### config.mk
export PLATFORM = sky130hd
export DESIGN_NAME = complex_sample_agc_unit_flat
export DESIGN_NICKNAME = d
export VERILOG_FILES = /design/src/hw/rtl/csagc_pkg.sv /design/src/hw/rtl/csagc_if.sv /design/src/hw/rtl/csagc_mul.sv /design/src/hw/rtl/csagc_isqrt.sv /design/src/hw/rtl/complex_sample_agc_unit.sv /design/src/flat_wrapper.sv
export VERILOG_INCLUDE_DIRS = /design/src /design/src/hw/rtl
export SDC_FILE = /design/constraint.sdc
export NUM_CORES = 2
export LEC_CHECK = 0
export ABC_AREA = 1
export BUFFER_PORTS_ARGS = -buffer_cell sky130_fd_sc_hd__buf_4
export CAP_MARGIN = 10
export CORE_AREA = 3 3 299 301
export CTS_CLUSTER_SIZE = 16
export DETAILED_ROUTE_END_ITERATION = 7
export DIE_AREA = 0 0 302 304
export PLACE_DENSITY = 0.8
export SYNTH_ARGS = -nofsm -noshare
export SYNTH_HDL_FRONTEND = slang
export SYNTH_SLANG_ARGS = --single-unit
### constraint.sdc
create_clock -name i_clk -period 16.8 [get_ports i_clk]
set_input_delay 1.68 -clock i_clk [delete_from_list [all_inputs] [get_ports i_clk]]
set_output_delay 1.68 -clock i_clk [all_outputs]
set_load 0.02 [all_outputs]
### src/hw/rtl/complex_sample_agc_unit_macros.svh
// Assertion macros for the complex sample AGC unit.
// Used by the top level only; needs nothing else.
`ifndef COMPLEX_SAMPLE_AGC_UNIT_MACROS_SVH
`define COMPLEX_SAMPLE_AGC_UNIT_MACROS_SVH

// Same-cycle implication, disabled while reset is asserted.
`define CSAGC_ASSERT_IMP(label, clk, rst_n, ante, cons, msg) \
    label: assert property (@(posedge clk) disable iff (!(rst_n)) (ante) |-> (cons)) \
        else $error(msg);

// Next-cycle implication, disabled while reset is asserted.
`define CSAGC_ASSERT_NXT(label, clk, rst_n, ante, cons, msg) \
    label: assert property (@(posedge clk) disable iff (!(rst_n)) (ante) |=> (cons)) \
        else $error(msg);

`endif

### src/hw/rtl/csagc_pkg.sv
// Shared types and constants of the complex sample AGC unit.
// No dependencies; the interfaces, multiplier, square root and top level refer to it by scoped names.
package csagc_pkg;

    localparam int SAMPLE_WIDTH = 16;
    localparam int GAIN_WIDTH   = 32;
    localparam int GAIN_FRAC    = 16;
    localparam int FRAC_BITS    = SAMPLE_WIDTH - 1;
    localparam int GROUP_SIZE   = 4;
    localparam int PHASE_WIDTH  = (GROUP_SIZE > 1) ? $clog2(GROUP_SIZE) : 1;

    // Shared multiplier operand and product widths.
    localparam int MUL_A_WIDTH  = GAIN_WIDTH + 2;
    localparam int MUL_B_WIDTH  = SAMPLE_WIDTH + 2;
    localparam int PROD_WIDTH   = MUL_A_WIDTH + MUL_B_WIDTH;

    // Square root: power word, root and iteration count.
    localparam int PWR_WIDTH    = 2 * SAMPLE_WIDTH;
    localparam int ROOT_WIDTH   = SAMPLE_WIDTH;
    localparam int SQRT_STEPS   = SAMPLE_WIDTH;
    localparam int SQRT_CNT_W   = $clog2(SQRT_STEPS);

    // Loop error: half scale minus magnitude, one bit wider than a sample.
    localparam int ERR_WIDTH    = SAMPLE_WIDTH + 1;

    // Configuration register indexes.
    localparam int CFG_IDX_WIDTH = 2;
    localparam logic [CFG_IDX_WIDTH-1:0] REG_MIN_GAIN = 2'd0;
    localparam logic [CFG_IDX_WIDTH-1:0] REG_MAX_GAIN = 2'd1;
    localparam logic [CFG_IDX_WIDTH-1:0] REG_ALPHA    = 2'd2;

    // Reset values.
    localparam logic [GAIN_WIDTH-1:0] RST_MIN_GAIN = 32'd1;
    localparam logic [GAIN_WIDTH-1:0] RST_MAX_GAIN = 32'hFFFF_FFFF;
    localparam logic [GAIN_WIDTH-1:0] RST_ALPHA    = 32'd429497;
    localparam logic [GAIN_WIDTH-1:0] RST_GAIN     = 32'd65536;

    // Upper bound on the root the square root can return for two saturated samples.
    localparam logic [ROOT_WIDTH-1:0] ROOT_LIMIT   = 16'd46341;

    typedef struct packed {
        logic busy;
        logic done;
    } t_sqrt_status;

endpackage

### src/hw/rtl/csagc_if.sv
// Handshake interfaces of the complex sample AGC unit: input, output, configuration.
// Depends on csagc_pkg for field widths.
interface csagc_in_if;
    logic                                      valid;
    logic                                      ready;
    logic signed [csagc_pkg::SAMPLE_WIDTH-1:0] in_i;
    logic signed [csagc_pkg::SAMPLE_WIDTH-1:0] in_q;
    logic                                      block_start;

    modport source (output valid, in_i, in_q, block_start, input ready);
    modport sink   (input valid, in_i, in_q, block_start, output ready);
endinterface

interface csagc_out_if;
    logic                                      valid;
    logic                                      ready;
    logic signed [csagc_pkg::SAMPLE_WIDTH-1:0] out_i;
    logic signed [csagc_pkg::SAMPLE_WIDTH-1:0] out_q;

    modport source (output valid, out_i, out_q, input ready);
    modport sink   (input valid, out_i, out_q, output ready);
endinterface

interface csagc_cfg_if;
    logic                                    valid;
    logic                                    ready;
    logic [csagc_pkg::CFG_IDX_WIDTH-1:0]     index;
    logic [csagc_pkg::GAIN_WIDTH-1:0]        data;

    modport source (output valid, index, data, input ready);
    modport sink   (input valid, index, data, output ready);
endinterface

### src/hw/rtl/csagc_mul.sv
// Shared signed multiplier of the AGC unit with a registered product.
// Depends on csagc_pkg for operand widths.
module csagc_mul (
    input  logic                                     i_clk,
    input  logic signed [csagc_pkg::MUL_A_WIDTH-1:0] i_a,
    input  logic signed [csagc_pkg::MUL_B_WIDTH-1:0] i_b,
    output logic signed [csagc_pkg::PROD_WIDTH-1:0]  o_prod
);

    logic signed [csagc_pkg::PROD_WIDTH-1:0] r_prod;

    always_ff @(posedge i_clk) begin
        r_prod <= csagc_pkg::PROD_WIDTH'(i_a) * csagc_pkg::PROD_WIDTH'(i_b);
    end

    assign o_prod = r_prod;

endmodule

### src/hw/rtl/csagc_isqrt.sv
// Iterative integer square root, one result bit per cycle.
// Depends on csagc_pkg for widths and the status struct.
module csagc_isqrt (
    input  logic                                 i_clk,
    input  logic                                 i_rst_n,
    input  logic                                 i_start,
    input  logic [csagc_pkg::PWR_WIDTH-1:0]      i_radicand,
    output logic [csagc_pkg::ROOT_WIDTH-1:0]     o_root,
    output csagc_pkg::t_sqrt_status              o_stat
);

    localparam int PW = csagc_pkg::PWR_WIDTH;

    logic [PW-1:0]                       r_x;
    logic [PW-1:0]                       r_root;
    logic [PW-1:0]                       r_bit;
    logic [csagc_pkg::SQRT_CNT_W-1:0]    r_cnt;
    logic                                r_busy;
    logic                                r_done;
    logic [PW:0]                         trial;
    logic                                fits;

    assign trial = {1'b0, r_root} + {1'b0, r_bit};
    assign fits  = {1'b0, r_x} >= trial;

    always_ff @(posedge i_clk) begin
        if (!i_rst_n) begin
            r_busy <= 1'b0;
            r_done <= 1'b0;
            r_cnt  <= '0;
        end else begin
            r_done <= 1'b0;
            if (i_start && !r_busy) begin
                r_busy <= 1'b1;
                r_cnt  <= '0;
            end else if (r_busy) begin
                r_cnt <= r_cnt + 1'b1;
                if (r_cnt == csagc_pkg::SQRT_CNT_W'(csagc_pkg::SQRT_STEPS - 1)) begin
                    r_busy <= 1'b0;
                    r_done <= 1'b1;
                end
            end
        end
    end

    // Datapath: restoring square root, two radicand bits per step.
    always_ff @(posedge i_clk) begin
        if (i_start && !r_busy) begin
            r_x    <= i_radicand;
            r_root <= '0;
            r_bit  <= PW'(1) << (PW - 2);
        end else if (r_busy) begin
            if (fits) begin
                r_x    <= r_x - trial[PW-1:0];
                r_root <= (r_root >> 1) + r_bit;
            end else begin
                r_root <= r_root >> 1;
            end
            r_bit <= r_bit >> 2;
        end
    end

    assign o_root      = r_root[csagc_pkg::ROOT_WIDTH-1:0];
    assign o_stat.busy = r_busy;
    assign o_stat.done = r_done;

endmodule

### src/hw/rtl/complex_sample_agc_unit.sv
// Complex sample AGC unit: scales I/Q by a Q16.16 gain and adapts the gain once per group.
// A result is offered once its request has passed the MUL_I, MUL_Q, SAT_Q and OUT states, later while it stalls.
// A new sample is taken only when the sequencer is idle; a group-leading sample also holds the unit
// through both squares on the shared multiplier, the one-bit-per-cycle square root and the loop update.
// Reset (i_rst_n, synchronous, active low) restores unity gain, group phase zero and the
// default min_gain, max_gain and alpha registers, and drops any pending result.
module complex_sample_agc_unit (
    input  logic       i_clk,
    input  logic       i_rst_n,
    csagc_in_if.sink   i_in,
    csagc_out_if.source o_out,
    csagc_cfg_if.sink  i_cfg
);

`include "complex_sample_agc_unit_macros.svh"

    localparam int SW   = csagc_pkg::SAMPLE_WIDTH;
    localparam int GW   = csagc_pkg::GAIN_WIDTH;
    localparam int AW   = csagc_pkg::MUL_A_WIDTH;
    localparam int BW   = csagc_pkg::MUL_B_WIDTH;
    localparam int PRW  = csagc_pkg::PROD_WIDTH;
    localparam int PHW  = csagc_pkg::PHASE_WIDTH;
    localparam int EW   = csagc_pkg::ERR_WIDTH;
    localparam int SHW  = PRW - csagc_pkg::GAIN_FRAC;
    // Loop delta is alpha * err scaled down by 2^(16 + fraction bits).
    localparam int DSH  = csagc_pkg::GAIN_FRAC + csagc_pkg::FRAC_BITS;
    localparam int DW   = PRW - DSH;

    // The sequencer walks one request through the shared multiplier: I, then Q,
    // then, for a group-leading sample, both squares, the square root and the
    // loop update.
    typedef enum logic [3:0] {
        S_IDLE,
        S_MUL_I,
        S_MUL_Q,
        S_SAT_Q,
        S_OUT,
        S_SQ_I,
        S_SQ_Q,
        S_PWR,
        S_SQRT_GO,
        S_SQRT,
        S_ALPHA,
        S_UPD
    } t_state;

    t_state                    r_state;
    logic [GW-1:0]             r_min_gain;
    logic [GW-1:0]             r_max_gain;
    logic [GW-1:0]             r_alpha;
    logic [GW-1:0]             r_gain;
    logic [GW-1:0]             r_next_gain;
    logic [PHW-1:0]            r_phase;
    logic                      r_lead;
    logic signed [SW-1:0]      r_si;
    logic signed [SW-1:0]      r_sq;
    logic signed [SW-1:0]      r_oi;
    logic signed [SW-1:0]      r_oq;
    logic [csagc_pkg::PWR_WIDTH-1:0] r_pwr;
    logic signed [EW-1:0]      r_err;
    logic                      r_out_valid;
    logic signed [SW-1:0]      r_out_i;
    logic signed [SW-1:0]      r_out_q;

    logic                      in_acc;
    logic [PHW-1:0]            eff_phase;
    logic [PHW-1:0]            n_phase;
    logic signed [AW-1:0]      mul_a;
    logic signed [BW-1:0]      mul_b;
    logic signed [PRW-1:0]     prod;
    logic signed [SW-1:0]      prod_sat;
    logic signed [DW-1:0]      delta;
    logic signed [AW-1:0]      g_sum;
    logic signed [AW-1:0]      g_min;
    logic signed [AW-1:0]      g_max;
    logic [GW-1:0]             n_next_gain;
    logic                      sqrt_start;
    logic [csagc_pkg::ROOT_WIDTH-1:0] sqrt_root;
    csagc_pkg::t_sqrt_status   sqrt_stat;
    logic                      out_load;

    // Floor the Q16.16-scaled product back to Q1.15 and saturate.
    function automatic logic signed [SW-1:0] sat_sample(input logic signed [SHW-1:0] v);
        logic signed [SHW-1:0] hi;
        logic signed [SHW-1:0] lo;
        hi = SHW'(signed'({1'b0, {(SW-1){1'b1}}}));
        lo = -hi - SHW'(1);
        if (v > hi) begin
            sat_sample = {1'b0, {(SW-1){1'b1}}};
        end else if (v < lo) begin
            sat_sample = {1'b1, {(SW-1){1'b0}}};
        end else begin
            sat_sample = v[SW-1:0];
        end
    endfunction

    // Configuration writes are always taken; an index past the list is ignored.
    assign i_cfg.ready = 1'b1;

    always_ff @(posedge i_clk) begin
        if (!i_rst_n) begin
            r_min_gain <= csagc_pkg::RST_MIN_GAIN;
            r_max_gain <= csagc_pkg::RST_MAX_GAIN;
            r_alpha    <= csagc_pkg::RST_ALPHA;
        end else if (i_cfg.valid) begin
            case (i_cfg.index)
                csagc_pkg::REG_MIN_GAIN: r_min_gain <= i_cfg.data;
                csagc_pkg::REG_MAX_GAIN: r_max_gain <= i_cfg.data;
                csagc_pkg::REG_ALPHA:    r_alpha    <= i_cfg.data;
                default: ;
            endcase
        end
    end

    // A request is taken only while the sequencer is idle.
    assign i_in.ready = (r_state == S_IDLE);
    assign in_acc     = i_in.valid && i_in.ready;

    // A block start forces the sample to open a new group.
    assign eff_phase = i_in.block_start ? '0 : r_phase;
    assign n_phase   = (eff_phase == PHW'(csagc_pkg::GROUP_SIZE - 1)) ? '0
                                                                     : eff_phase + 1'b1;

    // Operand selection for the shared multiplier; the product shows up one
    // state later.
    always_comb begin
        mul_a = '0;
        mul_b = '0;
        case (r_state)
            S_MUL_I: begin
                mul_a = signed'({2'b00, r_gain});
                mul_b = BW'(r_si);
            end
            S_MUL_Q: begin
                mul_a = signed'({2'b00, r_gain});
                mul_b = BW'(r_sq);
            end
            S_SQ_I: begin
                mul_a = AW'(r_oi);
                mul_b = BW'(r_oi);
            end
            S_SQ_Q: begin
                mul_a = AW'(r_oq);
                mul_b = BW'(r_oq);
            end
            S_ALPHA: begin
                mul_a = signed'({2'b00, r_alpha});
                mul_b = BW'(r_err);
            end
            default: ;
        endcase
    end

    csagc_mul u_mul (
        .i_clk  (i_clk),
        .i_a    (mul_a),
        .i_b    (mul_b),
        .o_prod (prod)
    );

    assign prod_sat = sat_sample(prod[PRW-1:csagc_pkg::GAIN_FRAC]);

    // Gain update: add the floored loop step, raise to min_gain, then lower to
    // max_gain, so max_gain wins when the two cross.
    assign delta = prod[PRW-1:DSH];
    assign g_sum = signed'({2'b00, r_gain}) + AW'(delta);
    assign g_min = signed'({2'b00, r_min_gain});
    assign g_max = signed'({2'b00, r_max_gain});

    always_comb begin
        n_next_gain = g_sum[GW-1:0];
        if (g_sum < g_min) begin
            n_next_gain = r_min_gain;
        end
        if ((g_sum < g_min ? g_min : g_sum) > g_max) begin
            n_next_gain = r_max_gain;
        end
    end

    assign sqrt_start = (r_state == S_SQRT_GO);

    csagc_isqrt u_isqrt (
        .i_clk      (i_clk),
        .i_rst_n    (i_rst_n),
        .i_start    (sqrt_start),
        .i_radicand (r_pwr),
        .o_root     (sqrt_root),
        .o_stat     (sqrt_stat)
    );

    // The result register is loaded once the previous result has been taken.
    assign out_load = (r_state == S_OUT) && (!r_out_valid || o_out.ready);

    always_ff @(posedge i_clk) begin
        if (!i_rst_n) begin
            r_state     <= S_IDLE;
            r_gain      <= csagc_pkg::RST_GAIN;
            r_next_gain <= csagc_pkg::RST_GAIN;
            r_phase     <= '0;
            r_lead      <= 1'b0;
            r_out_valid <= 1'b0;
        end else begin
            if (out_load) begin
                r_out_valid <= 1'b1;
            end else if (o_out.ready) begin
                r_out_valid <= 1'b0;
            end
            case (r_state)
                S_IDLE: begin
                    if (in_acc) begin
                        r_lead  <= (eff_phase == '0);
                        r_phase <= n_phase;
                        if (eff_phase == '0) begin
                            r_gain <= r_next_gain;
                        end
                        r_state <= S_MUL_I;
                    end
                end
                S_MUL_I:   r_state <= S_MUL_Q;
                S_MUL_Q:   r_state <= S_SAT_Q;
                S_SAT_Q:   r_state <= S_OUT;
                S_OUT: begin
                    if (out_load) begin
                        r_state <= r_lead ? S_SQ_I : S_IDLE;
                    end
                end
                S_SQ_I:    r_state <= S_SQ_Q;
                S_SQ_Q:    r_state <= S_PWR;
                S_PWR:     r_state <= S_SQRT_GO;
                S_SQRT_GO: r_state <= S_SQRT;
                S_SQRT: begin
                    if (sqrt_stat.done) begin
                        r_state <= S_ALPHA;
                    end
                end
                S_ALPHA:   r_state <= S_UPD;
                S_UPD: begin
                    r_next_gain <= n_next_gain;
                    r_state     <= S_IDLE;
                end
                default:   r_state <= S_IDLE;
            endcase
        end
    end

    // Payload registers along the sequence.
    always_ff @(posedge i_clk) begin
        if (in_acc) begin
            r_si <= i_in.in_i;
            r_sq <= i_in.in_q;
        end
        if (r_state == S_MUL_Q) begin
            r_oi <= prod_sat;
        end
        if (r_state == S_SAT_Q) begin
            r_oq <= prod_sat;
        end
        if (r_state == S_SQ_Q) begin
            r_pwr <= prod[csagc_pkg::PWR_WIDTH-1:0];
        end
        if (r_state == S_PWR) begin
            r_pwr <= r_pwr + prod[csagc_pkg::PWR_WIDTH-1:0];
        end
        if ((r_state == S_SQRT) && sqrt_stat.done) begin
            // Error is half scale minus the magnitude.
            r_err <= EW'(1 << (csagc_pkg::FRAC_BITS - 1)) - signed'({1'b0, sqrt_root});
        end
        if (out_load) begin
            r_out_i <= r_oi;
            r_out_q <= r_oq;
        end
    end

    assign o_out.valid = r_out_valid;
    assign o_out.out_i = r_out_i;
    assign o_out.out_q = r_out_q;

    `CSAGC_ASSERT_IMP(a_out_from_seq, i_clk, i_rst_n, $rose(r_out_valid), $past(r_state == S_OUT), "result raised outside the output step")
    `CSAGC_ASSERT_IMP(a_sqrt_idle_start, i_clk, i_rst_n, sqrt_start, !sqrt_stat.busy, "square root started while busy")
    `CSAGC_ASSERT_IMP(a_root_range, i_clk, i_rst_n, sqrt_stat.done, sqrt_root <= csagc_pkg::ROOT_LIMIT, "square root out of range")
    `CSAGC_ASSERT_NXT(a_accept_starts, i_clk, i_rst_n, in_acc, r_state == S_MUL_I, "accepted request did not start the multiply")

endmodule
### src/flat_wrapper.sv
// flat-port wrapper written by rule: the top's interface ports become plain ports
module complex_sample_agc_unit_flat 
  (i_clk, i_rst_n, i_in_valid, i_in_in_i, i_in_in_q, i_in_block_start, i_in_ready, o_out_valid, o_out_out_i, o_out_out_q, o_out_ready, i_cfg_valid, i_cfg_index, i_cfg_data, i_cfg_ready);
  csagc_in_if i_in_i ();
  csagc_out_if o_out_i ();
  csagc_cfg_if i_cfg_i ();
  input  logic i_clk;
  input  logic i_rst_n;
  input wire logic [$bits(i_in_i.valid)-1:0] i_in_valid;
  input wire logic [$bits(i_in_i.in_i)-1:0] i_in_in_i;
  input wire logic [$bits(i_in_i.in_q)-1:0] i_in_in_q;
  input wire logic [$bits(i_in_i.block_start)-1:0] i_in_block_start;
  output wire logic [$bits(i_in_i.ready)-1:0] i_in_ready;
  output wire logic [$bits(o_out_i.valid)-1:0] o_out_valid;
  output wire logic [$bits(o_out_i.out_i)-1:0] o_out_out_i;
  output wire logic [$bits(o_out_i.out_q)-1:0] o_out_out_q;
  input wire logic [$bits(o_out_i.ready)-1:0] o_out_ready;
  input wire logic [$bits(i_cfg_i.valid)-1:0] i_cfg_valid;
  input wire logic [$bits(i_cfg_i.index)-1:0] i_cfg_index;
  input wire logic [$bits(i_cfg_i.data)-1:0] i_cfg_data;
  output wire logic [$bits(i_cfg_i.ready)-1:0] i_cfg_ready;
  assign i_in_i.valid = i_in_valid;
  assign i_in_i.in_i = i_in_in_i;
  assign i_in_i.in_q = i_in_in_q;
  assign i_in_i.block_start = i_in_block_start;
  assign i_in_ready = i_in_i.ready;
  assign o_out_valid = o_out_i.valid;
  assign o_out_out_i = o_out_i.out_i;
  assign o_out_out_q = o_out_i.out_q;
  assign o_out_i.ready = o_out_ready;
  assign i_cfg_i.valid = i_cfg_valid;
  assign i_cfg_i.index = i_cfg_index;
  assign i_cfg_i.data = i_cfg_data;
  assign i_cfg_ready = i_cfg_i.ready;
  complex_sample_agc_unit u_core (.i_clk(i_clk), .i_rst_n(i_rst_n), .i_in(i_in_i), .o_out(o_out_i), .i_cfg(i_cfg_i));
endmodule
==> summary.md <==
| Metric | Value |
|---|---|
| Cts repair resizes | `0` |
| Final instance area | `0.05126 sq mm` |
| Max clock buf depth | `3` |
| Worst EP required | `17.34 ns` |
| Met2 usage | `0.5098` |
| Non-Filler Instances | `7,250` |
| Number of core rows | `108` |
| Relative slew slack | `0.1849` |
| Main flop type after synthesis | `dfxtp_1` |
| Maxcap violations | `0` |
| Die area | `0.09181 sq mm` |
| Detailed router's first-iteration violation count | `4,269` |
| Cts bufs inserted | `54` |
| DP Worst Slack | `7.461 ns` |
| Fin. max-slew vios | `0` |
| Final Core Density | `0.5899` |
| Setup TNS | `0 ns` |
| Lkg Pwr | `24.64 nW` |
| Status | `finished, final reports clean` |
| CP dominant cell by count | `fa_1` |
| First-pass GRT wire length | `240,000 um` |
| Critical path startpoint | `u_core.r_state[2]` |
| Actual slew at the worst max-slew pin | `1.218 ns` |
| Cell area power density | `90.89 mW/mm^2` |
| YS warnings | `0` |
| GR Overflow Total | `0` |
| CTS tree | `built` |
| RD Place Congestion | `0.9864` |
| Seq/Total Area, Yosys | `0.2262` |
| Hold Path Class | `flip-flop to flip-flop` |
| Post-Syn Instances | `6,046` |
| Final hold slack | `0.4479 ns` |
| Clock Sinks | `451` |
| Power, Total | `4.659 mW` |
| Met1 usage | `0.4877` |
| Clk Latency, worst-skew pair | `0.65 ns` |
| Unrepaired setup endpoints after global routing | `no` |
| Top cells by count, synth | `1,289 x nand2_1, 1,202 x inv_1, 578 x fa_1` |
| Fmax | `105.8 MHz` |
| Peak supply drop | `0.00009024 V` |
| Maximum fanout along the worst path | `21` |
| Fillcell total | `7,839` |
| Starting Density | `0.5494` |
| Area after DPL | `0.04939 sq mm` |
| Layout Nets | `7,018` |
| DRC | `0` |
| Asr flop ratio synth | `0` |
| Syn Nets | `7,016` |
| Top cells by area, synth | `fa_1 24%, dfxtp_1 11%, edfxtp_1 11%` |
| Post-CTS setup buffer count | `0` |
| Top delay family on crit path | `adder cells` |
| Die height | `304 um` |
| EDFF count, synth | `177` |
| Area share of the largest cell type after synthesis | `0.2424` |
| Yosys reg bits | `451` |
| CTS root buffer | `clkbuf_16` |
| Total number of vias | `41,340` |
| Global Route Usage Sum | `0.3407` |
| Endpoints failing setup | `0` |
| Worst Slack Setup Final | `7.351 ns` |
| Vias per inst | `5.702` |
| CTS Hold Bufs | `0` |
| Hold_sp | `u_core.r_oi[1]` |
| Total Wirelength | `155,700 um` |
| Launching element type of the critical path | `flip-flop` |
| Avg WL per Cell | `21.47 um` |
| Share of layout cells above drive strength 1 | `0.05776` |
| CP Class | `flip-flop to flip-flop` |
| Detailed placement HPWL | `123,100 um` |
| IO Count | `107` |
| Layout area overhead | `7.373%` |
| Max incr delay on CP | `0.77 ns` |
| Register area | `0.01080 sq mm` |
| CP max-delay cell | `nand3_1` |
| Core area | `0.08689 sq mm` |
| Pin count of the biggest net entering global routing | `78` |
| DP Cell Count | `7,146` |
| Synth cell types | `71` |
| M3 GR Usage | `0.08440` |
| WP buf/inv | `7` |
| FF-to-FF Start | `u_core.r_state[2]` |
| Chip Width | `302 um` |
| Reg2Reg Setup Slack | `7.35 ns` |
| Syn avg cell area | `7.896 sq um` |
| GRT busiest layer | `met2` |
| Minimum clock period after layout | `9.449 ns` |
| Most frequent cell after synthesis | `nand2_1` |
| Area of the multi-input gates | `0.03141 sq mm` |
| Crit path DAT | `9.98 ns` |
| Fin. Hold Viols | `0` |
| Vias in the first global route | `40,730` |
| 1st-pass router iterations | `6` |
| Fin crit share | `0.5624` |
| Clock slew at reported path FFs | `0.06 ns` |
| Final ANT Viol Nets | `0` |
| Fin Clk Skew | `0.06453 ns` |
| Initial antenna violation count | `2` |
| # H-tree levels | `2` |
| # port buffers | `105` |
| Post-synth top area cell | `fa_1` |
| Cell Area, Synth | `0.04774 sq mm` |
| Endpoint class of the critical path | `flip-flop` |
## logic make-up after synthesis
family                     after synthesis  share of synthesized area
xor gates and xnor gates               173                    0.03174
and+or+nand+nor                       2273                     0.1951
AOI/OAI and AO/OA                      819                     0.1034
buffers and inverters                 1431                     0.1172
adders and majority gates              898                     0.3263
DFF                                    451                     0.2262
other                                    1                 0.00007855
## report_power, final
group	leakage, nW	internal (mW)	switching, mW
registers	3.83	1.26	0.132
clock network	0.894	0.712	0.514
logic	19.9	0.667	1.38
total	24.6	2.64	2.02
## flip-flops by register name, indices dropped and copies added, names as in the netlist, 16 cells and up
signal / cells
u_core.r_sq: 16
u_core.u_mul.o_prod: 52
u_core.u_isqrt.r_x: 32
u_core.o_out.out_i: 16
u_core.r_oq: 16
u_core.r_pwr: 32
u_core.u_isqrt.r_bit: 16
u_core.r_err: 17
u_core.r_max_gain: 32
u_core.u_isqrt.r_root: 32
u_core.o_out.out_q: 16
u_core.r_si: 16
u_core.r_oi: 16
u_core.r_min_gain: 32
u_core.r_alpha: 32
u_core.r_next_gain: 32
u_core.r_gain: 32
## area by class of cell
| cell class | count | share of cell area |
|---|---|---|
| clock inverters | 33 | 0.007396 |
| repair buffers | 152 | 0.02265 |
| clock buffers | 69 | 0.02846 |
| inverters | 1225 | 0.08976 |
| well taps | 1155 | 0.02819 |
| flip-flops and latches | 451 | 0.2107 |
| multi-input cells | 4164 | 0.6128 |
| diodes | 1 | 0.00004882 |
## worst paths after layout
check / endpoint / depth (start not counted)
min: u_core.o_out.out_i[1] / 0
max: u_core.u_mul.o_prod[47] / 28
max reg2reg: u_core.u_mul.o_prod[47] / 28
min reg2reg: u_core.o_out.out_i[1] / 0
## worst register-to-register path, delay by kind of cell, from the launching register on
| kind | cells | cell delay, ns |
|---|---|---|
| adders and majority gates | 7 | 3.48 |
| buffers and inverters | 7 | 1.07 |
| AOI/OAI and AO/OA | 7 | 1.99 |
| xor gates and xnor gates | 1 | 0.14 |
| DFF | 1 | 0.39 |
| and+or+nand+nor | 6 | 2.31 |
## layer usage
layer	part of all wire	routed length (um)
met2	0.43	66770
met5	0.000084	13
met4	0.035	5442
met3	0.12	18530
met1	0.42	64920
## cells in the final DEF (no fill, tap or decap), types with 8 or more instances in the layout
cell and n:
inv_1 1201, o21ai_1 14, nor2_1 541, dfxtp_1 273, nand3_1 276, nand2_1 1289
o21ai_0 285, a22o_1 13, fa_1 578, o21a_1 20, ha_1 320, nor3_1 47
o211ai_1 43, clkinv_2 8, nor4_1 9, a22oi_1 15, inv_2 18, clkinv_1 13
clkbuf_1 11, nand4_1 45, xnor2_1 62, buf_4 151, nor2_2 8, xor2_1 111
a31oi_1 29, nand3b_1 8, o21bai_1 13, a21o_1 15, clkbuf_16 55, a21oi_2 9
a21oi_1 296, edfxtp_1 177, or2_2 16, a221oi_4 8
(Power assumes the default switching activity.)
